==> src/rtl/assert_macros.svh <==
// Assertion macros shared by the rewriter RTL files.
`ifndef ASSERT_MACROS_SVH
`define ASSERT_MACROS_SVH

// Check a property at every clock edge outside reset.
`define ASSERT_ALWAYS(label, prop, msg) \
  label: assert property (@(posedge clk) disable iff (!rst_n) (prop)) else $error(msg);

// Check that a condition never holds outside reset.
`define ASSERT_NEVER(label, expr, msg) \
  `ASSERT_ALWAYS(label, !(expr), msg)

`endif

==> src/rtl/tpr_pkg.sv <==
// Types and byte constants for the typographic punctuation rewriter.
`default_nettype none

package tpr_pkg;

  // Input byte codes that the rewriter acts on
  localparam logic [7:0] CH_HYPHEN = 8'h2D;
  localparam logic [7:0] CH_DOT    = 8'h2E;
  localparam logic [7:0] CH_DQUOTE = 8'h22;
  localparam logic [7:0] CH_APOS   = 8'h27;

  // UTF-8 bytes of the replacement characters
  localparam logic [7:0] UTF_LEAD    = 8'hE2;
  localparam logic [7:0] UTF_MID     = 8'h80;
  localparam logic [7:0] UTF_EM_DASH = 8'h94;
  localparam logic [7:0] UTF_EN_DASH = 8'h93;
  localparam logic [7:0] UTF_RDQUOTE = 8'h9D;
  localparam logic [7:0] UTF_RSQUOTE = 8'h99;
  localparam logic [7:0] UTF_ELLIPS  = 8'hA6;

  // Most output bytes that one input transaction can cause
  localparam int unsigned MAX_OUT = 6;

  typedef struct packed {
    logic [7:0] in_byte;
    logic       in_last;
  } in_item_t;

  typedef struct packed {
    logic [7:0] out_byte;
    logic       out_last;
  } out_item_t;

  // A group of up to three output bytes; b[0] goes out first
  typedef struct packed {
    logic [1:0]      len;
    logic [2:0][7:0] b;
  } seg_t;

  // Work for the serializer: bytes[0] goes out first, cnt is 1..MAX_OUT
  typedef struct packed {
    logic [MAX_OUT-1:0][7:0] bytes;
    logic [2:0]              cnt;
    logic                    last;
  } desc_t;

endpackage

`default_nettype wire

==> src/rtl/tpr_front.sv <==
// Front end: tracks hyphen and dot runs and builds the output bytes of each transaction.
`default_nettype none

module tpr_front (
  input  wire logic             clk,
  input  wire logic             rst_n,
  input  wire logic             in_valid,
  output logic                  in_ready,
  input  wire tpr_pkg::in_item_t in_data,
  output logic                  push_valid,
  input  wire logic             push_ready,
  output tpr_pkg::desc_t        push_data
);

  `include "assert_macros.svh"

  logic [1:0] hyph_r, hyph_nxt;
  logic [1:0] dot_r, dot_nxt;

  logic       is_hyph, is_dot, fire;
  logic [1:0] h_inc, h_new, d_inc, d_new;
  logic       h_emit, d_emit;
  tpr_pkg::seg_t s0, s1, s2;

  // Flush of a pending hyphen run
  function automatic tpr_pkg::seg_t hyph_flush(input logic [1:0] run);
    tpr_pkg::seg_t s;
    s.len  = 2'd0;
    s.b[0] = tpr_pkg::CH_HYPHEN;
    s.b[1] = tpr_pkg::UTF_MID;
    s.b[2] = tpr_pkg::UTF_EN_DASH;
    if (run == 2'd2) begin
      s.len  = 2'd3;
      s.b[0] = tpr_pkg::UTF_LEAD;
    end else if (run == 2'd1) begin
      s.len = 2'd1;
    end
    return s;
  endfunction

  // Flush of a pending dot run: leftover dots pass as they are
  function automatic tpr_pkg::seg_t dot_flush(input logic [1:0] run);
    tpr_pkg::seg_t s;
    s.len  = run[1] ? 2'd2 : {1'b0, run[0]};
    s.b[0] = tpr_pkg::CH_DOT;
    s.b[1] = tpr_pkg::CH_DOT;
    s.b[2] = tpr_pkg::CH_DOT;
    return s;
  endfunction

  // Three-byte replacement character
  function automatic tpr_pkg::seg_t seg3(input logic [7:0] tail);
    tpr_pkg::seg_t s;
    s.len  = 2'd3;
    s.b[0] = tpr_pkg::UTF_LEAD;
    s.b[1] = tpr_pkg::UTF_MID;
    s.b[2] = tail;
    return s;
  endfunction

  assign is_hyph  = (in_data.in_byte == tpr_pkg::CH_HYPHEN);
  assign is_dot   = (in_data.in_byte == tpr_pkg::CH_DOT);
  assign in_ready = push_ready;
  assign fire     = in_valid && push_ready;

  // Advance the run counters
  assign h_inc  = hyph_r + 2'd1;
  assign h_emit = (h_inc == 2'd3);
  assign h_new  = h_emit ? 2'd0 : h_inc;
  assign d_inc  = dot_r + 2'd1;
  assign d_emit = (d_inc == 2'd3);
  assign d_new  = d_emit ? 2'd0 : d_inc;

  // Pick the three segments: flush of the other run, own output, end-of-string flush
  always_comb begin
    s0 = '0;
    s1 = '0;
    s2 = '0;
    priority if (is_hyph) begin
      s0 = dot_flush(dot_r);
      if (h_emit) s1 = seg3(tpr_pkg::UTF_EM_DASH);
      if (in_data.in_last) s2 = hyph_flush(h_new);
    end else if (is_dot) begin
      s0 = hyph_flush(hyph_r);
      if (d_emit) s1 = seg3(tpr_pkg::UTF_ELLIPS);
      if (in_data.in_last) s2 = dot_flush(d_new);
    end else begin
      s0 = (hyph_r != 2'd0) ? hyph_flush(hyph_r) : dot_flush(dot_r);
      priority if (in_data.in_byte == tpr_pkg::CH_DQUOTE) begin
        s1 = seg3(tpr_pkg::UTF_RDQUOTE);
      end else if (in_data.in_byte == tpr_pkg::CH_APOS) begin
        s1 = seg3(tpr_pkg::UTF_RSQUOTE);
      end else begin
        s1.len  = 2'd1;
        s1.b[0] = in_data.in_byte;
      end
    end
  end

  // Pack the segments back to back
  always_comb begin
    logic [2:0] l0, l1, pos, j1, j2;
    logic [3:0] total;
    l0    = {1'b0, s0.len};
    l1    = {1'b0, s1.len};
    total = {2'b00, s0.len} + {2'b00, s1.len} + {2'b00, s2.len};
    push_data.cnt  = total[2:0];
    push_data.last = in_data.in_last;
    for (int i = 0; i < tpr_pkg::MAX_OUT; i++) begin
      pos = 3'(i);
      j1  = pos - l0;
      j2  = pos - l0 - l1;
      if (pos < l0) begin
        push_data.bytes[i] = s0.b[pos[1:0]];
      end else if (pos < l0 + l1) begin
        push_data.bytes[i] = s1.b[j1[1:0]];
      end else begin
        push_data.bytes[i] = s2.b[j2[1:0]];
      end
    end
  end

  // Drop transactions that cause no output
  assign push_valid = in_valid && (push_data.cnt != 3'd0);

  // Next run state
  always_comb begin
    hyph_nxt = hyph_r;
    dot_nxt  = dot_r;
    if (fire) begin
      priority if (in_data.in_last) begin
        hyph_nxt = 2'd0;
        dot_nxt  = 2'd0;
      end else if (is_hyph) begin
        hyph_nxt = h_new;
        dot_nxt  = 2'd0;
      end else if (is_dot) begin
        hyph_nxt = 2'd0;
        dot_nxt  = d_new;
      end else begin
        hyph_nxt = 2'd0;
        dot_nxt  = 2'd0;
      end
    end
  end

  always_ff @(posedge clk) begin
    if (!rst_n) begin
      hyph_r <= 2'd0;
      dot_r  <= 2'd0;
    end else begin
      hyph_r <= hyph_nxt;
      dot_r  <= dot_nxt;
    end
  end

  `ASSERT_NEVER(a_runs_exclusive, (hyph_r != 2'd0) && (dot_r != 2'd0), "both runs pending")
  `ASSERT_ALWAYS(a_last_clears, (fire && in_data.in_last) |=> (hyph_r == 2'd0 && dot_r == 2'd0), "runs not cleared after string end")
  `ASSERT_NEVER(a_last_emits, fire && in_data.in_last && !push_valid, "string end gave no output")

endmodule

`default_nettype wire

==> src/rtl/tpr_queue.sv <==
// Short queue of output descriptors between the front end and the serializer.
`default_nettype none

module tpr_queue #(
  parameter int unsigned DEPTH = 2
) (
  input  wire logic           clk,
  input  wire logic           rst_n,
  input  wire logic           push_valid,
  output logic                push_ready,
  input  wire tpr_pkg::desc_t push_data,
  output logic                pop_valid,
  input  wire logic           pop_ready,
  output tpr_pkg::desc_t      pop_data
);

  `include "assert_macros.svh"

  localparam int unsigned AW = $clog2(DEPTH);
  localparam int unsigned CW = $clog2(DEPTH + 1);

  tpr_pkg::desc_t mem [DEPTH];

  logic [AW-1:0] wr_ptr_r, wr_ptr_nxt;
  logic [AW-1:0] rd_ptr_r, rd_ptr_nxt;
  logic [CW-1:0] count_r, count_nxt;
  logic          push, pop;

  assign push_ready = (count_r != CW'(DEPTH));
  assign pop_valid  = (count_r != '0);
  assign pop_data   = mem[rd_ptr_r];
  assign push       = push_valid && push_ready;
  assign pop        = pop_valid && pop_ready;

  // Advance pointers with wrap at the depth
  always_comb begin
    wr_ptr_nxt = wr_ptr_r;
    rd_ptr_nxt = rd_ptr_r;
    count_nxt  = count_r;
    if (push) wr_ptr_nxt = (wr_ptr_r == AW'(DEPTH - 1)) ? '0 : wr_ptr_r + 1'b1;
    if (pop)  rd_ptr_nxt = (rd_ptr_r == AW'(DEPTH - 1)) ? '0 : rd_ptr_r + 1'b1;
    if (push && !pop) count_nxt = count_r + 1'b1;
    if (pop && !push) count_nxt = count_r - 1'b1;
  end

  always_ff @(posedge clk) begin
    if (!rst_n) begin
      wr_ptr_r <= '0;
      rd_ptr_r <= '0;
      count_r  <= '0;
    end else begin
      wr_ptr_r <= wr_ptr_nxt;
      rd_ptr_r <= rd_ptr_nxt;
      count_r  <= count_nxt;
    end
  end

  // Store the pushed descriptor
  always_ff @(posedge clk) begin
    if (push) mem[wr_ptr_r] <= push_data;
  end

  `ASSERT_ALWAYS(a_ptr_gap, (count_r == '0 || count_r == CW'(DEPTH)) |-> (wr_ptr_r == rd_ptr_r), "queue pointers out of step")

endmodule

`default_nettype wire

==> src/rtl/tpr_back.sv <==
// Back end: sends the bytes of each descriptor out one per cycle while out_ready is high.
`default_nettype none

module tpr_back (
  input  wire logic           clk,
  input  wire logic           rst_n,
  input  wire logic           pop_valid,
  output logic                pop_ready,
  input  wire tpr_pkg::desc_t pop_data,
  output logic                out_valid,
  input  wire logic           out_ready,
  output tpr_pkg::out_item_t  out_data
);

  `include "assert_macros.svh"

  tpr_pkg::desc_t cur_r, cur_nxt;
  logic           cur_valid_r, cur_valid_nxt;
  logic [2:0]     idx_r, idx_nxt;
  logic           last_byte, out_fire;

  assign last_byte = (idx_r == cur_r.cnt - 3'd1);
  assign out_valid = cur_valid_r;
  assign out_fire  = cur_valid_r && out_ready;
  assign pop_ready = !cur_valid_r || (out_ready && last_byte);

  assign out_data.out_byte = cur_r.bytes[idx_r];
  assign out_data.out_last = cur_r.last && last_byte;

  // Load the next descriptor, step through bytes, drop when done
  always_comb begin
    cur_nxt       = cur_r;
    cur_valid_nxt = cur_valid_r;
    idx_nxt       = idx_r;
    priority if (pop_valid && pop_ready) begin
      cur_nxt       = pop_data;
      cur_valid_nxt = 1'b1;
      idx_nxt       = 3'd0;
    end else if (out_fire && last_byte) begin
      cur_valid_nxt = 1'b0;
      idx_nxt       = 3'd0;
    end else if (out_fire) begin
      idx_nxt = idx_r + 3'd1;
    end
  end

  always_ff @(posedge clk) begin
    if (!rst_n) begin
      cur_valid_r <= 1'b0;
      idx_r       <= 3'd0;
    end else begin
      cur_valid_r <= cur_valid_nxt;
      idx_r       <= idx_nxt;
    end
  end

  always_ff @(posedge clk) begin
    cur_r <= cur_nxt;
  end

  `ASSERT_ALWAYS(a_idx_in_range, cur_valid_r |-> (cur_r.cnt != 3'd0 && idx_r < cur_r.cnt), "byte index past descriptor")
  `ASSERT_ALWAYS(a_step_one, (out_fire && !last_byte) |=> (cur_valid_r && idx_r == $past(idx_r) + 3'd1), "byte index skipped")

endmodule

`default_nettype wire

==> src/rtl/typographic_punctuation_rewriter_unit.sv <==
// Top level of the typographic punctuation rewriter.
`default_nettype none

// Rewrites a UTF-8 byte stream: hyphen runs become em and en dashes, dot runs
// become ellipses, and straight quotes become right curly quotes. Each input
// transaction is accepted while the queue has room and classified by the front
// end, which holds the pending hyphen and dot run counts; a transaction that
// yields output turns into a descriptor of 1 to 6 output bytes in a
// QUEUE_DEPTH-entry queue, and the serializer sends one output byte per cycle
// while out_ready is high. A transaction that yields n bytes holds the
// serializer until all n are sent; a run byte that yields nothing is not
// queued. Each descriptor is registered in the queue and then in the
// serializer before its first byte goes out. out_last marks the final output
// byte of each string.
module typographic_punctuation_rewriter_unit #(
  parameter int unsigned QUEUE_DEPTH = 2
) (
  input  wire logic              clk,
  input  wire logic              rst_n,
  input  wire logic              in_valid,
  output logic                   in_ready,
  input  wire tpr_pkg::in_item_t in_data,
  output logic                   out_valid,
  input  wire logic              out_ready,
  output tpr_pkg::out_item_t     out_data
);

  logic           push_valid, push_ready;
  tpr_pkg::desc_t push_data;
  logic           pop_valid, pop_ready;
  tpr_pkg::desc_t pop_data;

  // Classify bytes and track runs
  tpr_front u_front (
    .clk        (clk),
    .rst_n      (rst_n),
    .in_valid   (in_valid),
    .in_ready   (in_ready),
    .in_data    (in_data),
    .push_valid (push_valid),
    .push_ready (push_ready),
    .push_data  (push_data)
  );

  // Decouple front end and serializer
  tpr_queue #(
    .DEPTH (QUEUE_DEPTH)
  ) u_queue (
    .clk        (clk),
    .rst_n      (rst_n),
    .push_valid (push_valid),
    .push_ready (push_ready),
    .push_data  (push_data),
    .pop_valid  (pop_valid),
    .pop_ready  (pop_ready),
    .pop_data   (pop_data)
  );

  // Send bytes out
  tpr_back u_back (
    .clk       (clk),
    .rst_n     (rst_n),
    .pop_valid (pop_valid),
    .pop_ready (pop_ready),
    .pop_data  (pop_data),
    .out_valid (out_valid),
    .out_ready (out_ready),
    .out_data  (out_data)
  );

endmodule

`default_nettype wire
==> config.mk <==
export PLATFORM = sky130hd
export DESIGN_NAME = typographic_punctuation_rewriter_unit
export DESIGN_NICKNAME = d
export VERILOG_FILES = /design/src/rtl/tpr_pkg.sv /design/src/rtl/tpr_front.sv /design/src/rtl/tpr_queue.sv /design/src/rtl/tpr_back.sv /design/src/rtl/typographic_punctuation_rewriter_unit.sv
export VERILOG_INCLUDE_DIRS = /design/src /design/src/rtl
export SDC_FILE = /design/constraint.sdc
export NUM_CORES = 1
export LEC_CHECK = 0
export BUFFER_PORTS_ARGS = -buffer_cell sky130_fd_sc_hd__buf_2
export CAP_MARGIN = 20
export CORE_MARGIN = 2
export CORE_UTILIZATION = 29
export DETAILED_ROUTE_END_ITERATION = 10
export GPL_TIMING_DRIVEN = 0
export MAX_ROUTING_LAYER = met4
export PLACE_DENSITY = 0.42
export SYNTH_ARGS = -nofsm -noshare
export SYNTH_HDL_FRONTEND = slang
export SYNTH_SLANG_ARGS = --single-unit
==> constraint.sdc <==
create_clock -name clk -period 10.3 [get_ports clk]
set_input_delay 3.09 -clock clk [delete_from_list [all_inputs] [get_ports clk]]
set_output_delay 3.09 -clock clk [all_outputs]
set_load 0.01 [all_outputs]
Yosys cells after proc, flatten, opt, wreduce, memory -nomap -nowiden
Memories as Yosys holds them, arrays and structs flattened. A register that Yosys moved wholly into a read port is not among the register bits.
Cells that the tools add are included.
{"block": "classes", "mux": 75, "eq_ne": 12, "addsub": 23, "magnitude_cmp": 24, "bitwise_logic": 1, "reduce_logical": 20}
{"operator": "$mux W26", "count": 12}
{"operator": "$mux W8", "count": 27}
{"operator": "$bmux W8 S2", "count": 12}
{"operator": "$lt A2 B3 Y1 const B", "count": 12}
{"operator": "$eq A8 B6 Y1 const B", "count": 4}
{"operator": "$mux W2", "count": 14}
{"operator": "$bmux W8 S3", "count": 1}
{"operator": "$mux W16", "count": 1}
{"operator": "$sub A2 B2 Y2", "count": 6}
{"operator": "$logic_and A1 B1 Y1", "count": 10}
{"operator": "$eq A2 B2 Y1 const B", "count": 4}
{"operator": "$mux W1", "count": 8}
{"operator": "$reduce_bool A2 Y1", "count": 4}
{"operator": "$sub A1 B2 Y2 const A", "count": 4}
{"operator": "$add A2 B1 Y2 const B", "count": 3}
{"operator": "$add A2 B2 Y3", "count": 2}
{"operator": "$lt A1 B3 Y1 const A", "count": 2}
{"operator": "$lt A2 B3 Y1 const A", "count": 2}
{"operator": "$lt A3 B2 Y1 const A", "count": 2}
{"operator": "$lt A3 B3 Y1 const A", "count": 2}
{"operator": "$eq A2 B1 Y1 const B", "count": 2}
{"operator": "$lt A1 B2 Y1 const A", "count": 2}
{"operator": "$lt A3 B4 Y1 const B", "count": 1}
{"operator": "$sub A2 B2 Y2 const A", "count": 2}
{"operator": "other kinds (13)", "count": 16}
{"block": "totals", "n_memories": 1, "ramBits": 104, "ff_bits": 12, "word_cells": 163, "input_bits": 13, "out_inout_bits": 11}
{"name": "u_queue.mem", "depth": 2, "word_bits": 52, "read_ports": 1, "rd_ports_with_merged_regs": 1, "wr": 1, "line_no": "tpr_queue.sv:22", "text": "tpr_pkg::desc_t mem [DEPTH];"}

Logic depth before layout (Yosys ltp)
{"block": "depth", "ltp_word": 15, "ltp_mapped": 16, "depth_no_buf": 15}

Cells and area by module
Synthesis repeated with hierarchy kept, for this count alone.
{"block": "hier_totals", "hier_cells": 713, "area_unflattened_um2": 8689.6}
{"module": "tpr_queue", "cells_each": 186, "instances": 1, "area_each_um2": 3973.8, "seq_area_each_um2": 3223.1}
{"module": "tpr_front", "cells_each": 406, "instances": 1, "area_each_um2": 2511.2, "seq_area_each_um2": 80.1}
{"module": "tpr_back", "cells_each": 121, "instances": 1, "area_each_um2": 2204.6, "seq_area_each_um2": 1641.6}

Worst setup path after synthesis
No wires, ideal clock.
{"block": "synth_path", "path_type": "input to register", "from": "in in_data[7] in the netlist's numbering", "to": "mem u_queue.mem[0][0] in the netlist's numbering (enable)", "path_stages": 11, "setup_ps": 463, "slack_ps": 2025, "required_ps": 9837, "arrival_time_ps": 7812, "n_path_buf": 2, "cell_sequence": "or4b_1 -> buf_6 -> o31a_4 -> o21ai_4 -> nand2_2 -> buf_6 -> fa_1 -> ha_1 -> xor2_1 -> o31ai_1 -> nor2_1"}
{"item": "from (decl)", "line_no": "typographic_punctuation_rewriter_unit.sv:22", "text": "input wire tpr_pkg::in_item_t in_data,"}
{"item": "to (decl)", "line_no": "tpr_queue.sv:22"}

==> impl_results.rst <==
.. list-table::
   :header-rows: 1

   * - Metric
     - Value
   * - Register-to-register path setup slack
     - ~5400 ps
   * - Storage cell area
     - between 4000 and 5000 µm²
   * - Power consumption
     - ~2.1 mW
   * - Worst-Skew Late Latency
     - approximately 420 ps
   * - Number of ports placed on the die boundary
     - 24
   * - Switch Pwr
     - 0.565 mW
   * - Synthesized area divided by synthesized cell count
     - about 13 µm²
   * - Number of placement rows
     - slightly above 60
   * - Weighted congestion at the end of routability-driven global placement
     - a little under 1
   * - Starting density of the core
     - 0.296
   * - Startpoint of the worst hold path
     - u_front.hyph_r[1]
   * - Power Density
     - around 210 nW/µm²
   * - Post-synthesis instance total
     - ~680
   * - Clock tree from TritonCTS
     - done
   * - Fillcell total
     - slightly below 3000
   * - Biggest cell delay along the critical path
     - around 740 ps
   * - Clock share of power
     - 0.327
   * - Cell at the slowest stage of the critical path
     - sky130_fd_sc_hd__o31ai_1
   * - Area grow syn2layout
     - 15.8%
   * - Worst IR Drop VDD
     - roughly 0.000095 V
   * - Tightest Hold Check Type
     - flip-flop to flip-flop
   * - Outcome
     - finished clean
   * - Detailed-route vias per instance
     - around 5.2
   * - Clock Skews
     - just under 10 ps
   * - Maximum number of pins on one net before global-route repair
     - 31
   * - Number of hold violations in the final report
     - 0
   * - RSZ-0062 raised after global routing
     - false
   * - # setup viols final
     - 0
   * - Horizontal extent of the die
     - 176 µm
   * - Worst Hold Endpoint
     - u_front.hyph_r[1]
   * - Post-CTS setup-driven buffer insertion count
     - 0
   * - Max-Slew Margin vs Limit
     - 0.410
   * - Data arrival time of the critical path
     - between 8000 and 9000 ps
   * - Cells along the critical path
     - buf_2, nor4b_2, nand3_1, nor2_1, clkbuf_1, nand2_1, nand2_1, fa_1, ha_1, xor2_1, o31ai_1, ha_1, or3_1, a21boi_0
   * - Master cell of the clock root buffer
     - sky130_fd_sc_hd__clkbuf_16
   * - Relative contribution of sequential cells to total power
     - 0.459
   * - Syn nets
     - about 710
   * - Worst r2r src
     - u_front.hyph_r[0]
   * - Max clock buf depth
     - 2
   * - Hold_buf cts
     - 0
   * - CP Max Fanout
     - 10
   * - Max-Cap Viols
     - 0
   * - Global router's overall resource usage
     - 0.173
   * - Clock buffers created by TritonCTS
     - 17
   * - Synth Flop Type
     - sky130_fd_sc_hd__edfxtp_1
   * - Area of the multi-input gates
     - between 3000 and 4000 µm²
   * - Critical setup path kind
     - primary input to flip-flop
   * - Via total after detailed routing
     - between 5000 and 6000
   * - Fraction of power spent switching nets
     - 0.268
   * - Element type at the critical path start
     - primary input
   * - Layout net count
     - between 700 and 800
   * - Sequential share of the synthesized area
     - 0.576
   * - Total internal power
     - around 1.5 mW
   * - Cells resized by post-CTS repair
     - 0
   * - Commonest cells after routing, fill and taps aside
     - sky130_fd_sc_hd__edfxtp_1, sky130_fd_sc_hd__mux2_2, sky130_fd_sc_hd__nand2_1
   * - Mapped cell area
     - ~8600 µm²
   * - Hold Path Depth
     - 2
   * - Worst Reg-to-Reg Cells
     - 15
   * - Combinational share of power
     - 0.214
   * - Worst R2R End
     - u_queue.mem[1][5]
   * - Drc violations
     - 0
   * - Number of antenna violations at the first check in global routing
     - 0
   * - Via count of the first global-routing pass
     - 5817
   * - Count of flip-flops with a built-in enable after synthesis
     - around 160
   * - Shortest clock period the worst path allows after layout
     - about 7800 ps
   * - Worst slack after detailed placement
     - 2100 ps
   * - Clock transition at the registers of the reported paths
     - 60 ps
   * - Slew Viols, Final
     - 0
   * - Slew of the pin with the lowest slew margin
     - ~900 ps
   * - Leak pwr
     - ~3.4 nW
   * - Post-route fraction of the period consumed by the critical path
     - 0.755
   * - Number of detailed-routing iterations run before antenna repair
     - 5
   * - Starting DRT DRC Count
     - approximately 460
   * - Required @ worst endpoint
     - 10630 ps
   * - Count of yosys warnings during synthesis
     - 0
   * - Post-detailed-routing wire length
     - ~25000 µm
   * - Area enclosed by the die boundary
     - 30900 µm²
   * - Total global routing overflow
     - 0
   * - Most common cell after layout, fill and taps aside
     - sky130_fd_sc_hd__edfxtp_1
   * - Layout cell share with drive strength beyond 1
     - 0.201
   * - PortBufs
     - 22
   * - Maximum clock frequency
     - 129 MHz
   * - Min setup slack post-route
     - 2520 ps
   * - First-pass GRT wire length
     - 38100 µm
   * - Asr flop ratio synth
     - 0
   * - Antenna Violating Nets Remaining
     - 0
   * - DIE HEIGHT
     - approximately 180 µm
   * - Category of the worst setup path capture point
     - flip-flop
   * - Number of sinks on the clock net
     - approximately 170
   * - Maximum level of the CTS H-tree
     - 4
   * - Distinct cell type count of the synthesized netlist
     - 71
   * - Share of the core filled with cells in the final layout
     - 0.343
   * - Sum of net half-perimeters after detailed placement
     - around 19000 µm
   * - Average wire length per cell after detail routing
     - about 22 µm
   * - Flip-flop and latch count after synthesis
     - between 150 and 200
   * - Core area
     - between 20000 and 30000 µm²
   * - Antenna diode count
     - 0
## critical path: cells and delay by family
family / cells / cell delay, ps
compound gates: 2 / 940
buf+inv: 2 / 770
fa+ha+maj: 3 / 1030
simple gates: 6 / 2060
xor+xnor: 1 / 210
## logic make-up (layout without fill, tap and decap cells)
| logic type | Yosys count | in the layout | share of synthesized area |
|---|---|---|---|
| simple gates | 172 | 172 | 0.104 |
| compound gates | 156 | 156 | 0.125 |
| fa+ha+maj | 15 | 15 | 0.0246 |
| buf+inv | 69 | 128 | 0.0338 |
| flops | 168 | 168 | 0.576 |
| mux | 84 | 84 | 0.119 |
| xor+xnor | 17 | 17 | 0.0183 |
## layout make-up
class	count	share of cell area
inverter	25	0.00947
sequential	168	0.497
timing repair buffer	27	0.0212
tap	384	0.0485
clock inverter	9	0.0165
multi-input combinational	444	0.339
clock buffer	23	0.0482
buffer	44	0.0197
## metal layers
| metal | GRT usage | part of all wire | vias to the layer above |
|---|---|---|---|
| met5 | - | 0 | - |
| met4 | 0.0465 | 0.014 | 0 |
| met3 | 0.0245 | 0.051 | 21 |
| met2 | 0.259 | 0.45 | 191 |
| met1 | 0.245 | 0.48 | 2928 |
| li1 | - | - | 2692 |
## state kept, by name, indices dropped and copies added (netlist names)
signal            cells
u_queue.mem         104
u_back.cur_r         52
u_back.idx_r          3
u_front.dot_r         2
u_front.hyph_r        2
u_queue.count_r       2
u_back.out_valid      1
u_queue.rd_ptr_r      1
u_queue.wr_ptr_r      1
## power groups by stage
stage / logic [mW] / clock network (mW) / registers, mW
after floorplan: 0.296 / 0 / 0.978
after global placement: 0.430 / 0 / 1.00
after detailed placement: 0.466 / 0 / 0.984
after CTS: 0.469 / 0.710 / 0.970
after global routing: 0.501 / 0.736 / 0.982
final: 0.452 / 0.691 / 0.969
## Yosys cell counts, types with 5 or more instances
| master | n | area, µm² |
|---|---|---|
| sky130_fd_sc_hd__a21boi_0 | 7 | 52.6 |
| sky130_fd_sc_hd__a21oi_1 | 34 | 170 |
| sky130_fd_sc_hd__a22oi_1 | 6 | 45.0 |
| sky130_fd_sc_hd__a31oi_1 | 12 | 75.1 |
| sky130_fd_sc_hd__and2_1 | 6 | 37.5 |
| sky130_fd_sc_hd__and3_1 | 7 | 43.8 |
| sky130_fd_sc_hd__clkbuf_1 | 35 | 131 |
| sky130_fd_sc_hd__dfxtp_1 | 12 | 240 |
| sky130_fd_sc_hd__edfxtp_1 | 156 | 4680 |
| sky130_fd_sc_hd__ha_1 | 12 | 150 |
| sky130_fd_sc_hd__inv_1 | 22 | 82.6 |
| sky130_fd_sc_hd__mux2_2 | 58 | 653 |
| sky130_fd_sc_hd__mux2i_1 | 18 | 180 |
| sky130_fd_sc_hd__mux4_2 | 8 | 180 |
| sky130_fd_sc_hd__nand2_1 | 43 | 161 |
| sky130_fd_sc_hd__nand2b_1 | 6 | 37.5 |
| sky130_fd_sc_hd__nand3_1 | 20 | 100 |
| sky130_fd_sc_hd__nand4_1 | 5 | 31.3 |
| sky130_fd_sc_hd__nor2_1 | 36 | 135 |
| sky130_fd_sc_hd__nor2b_1 | 8 | 50.1 |
| sky130_fd_sc_hd__nor3_1 | 13 | 65.1 |
| sky130_fd_sc_hd__o21a_1 | 7 | 52.6 |
| sky130_fd_sc_hd__o21ai_0 | 25 | 125 |
| sky130_fd_sc_hd__o21bai_1 | 5 | 37.5 |
| sky130_fd_sc_hd__o221ai_1 | 6 | 52.6 |
| sky130_fd_sc_hd__o22ai_1 | 14 | 87.6 |
| sky130_fd_sc_hd__xnor2_1 | 7 | 61.3 |
| sky130_fd_sc_hd__xor2_1 | 9 | 78.8 |
## worst max path at each step
stage	from	end	slack, ps	cells after the start
final	in_data[5]	u_queue.count_r[1]	2520	14
after global routing	in_data[5]	u_queue.count_r[1]	2150	14
after CTS	in_data[5]	u_queue.count_r[1]	2530	14
after detailed placement	in_data[5]	u_queue.count_r[1]	2100	14
after global placement	in_data[5]	u_queue.mem[0][25]	-810	12
after floorplan	in_data[7]	u_queue.mem[0][0]	2020	11
## metrics by stage
step	setup TNS, ps	instances	area [µm²]	hold slack (ps)
2_1_floorplan	0	681	8550	458
3_3_place_gp	-81330	1087	9140	474
3_5_place_dp	0	1092	9270	485
4_1_cts	0	1124	9910	495
5_1_grt	0	1124	9910	535
6_report	0	1124	9910	492
(Power assumes the default switching activity.)
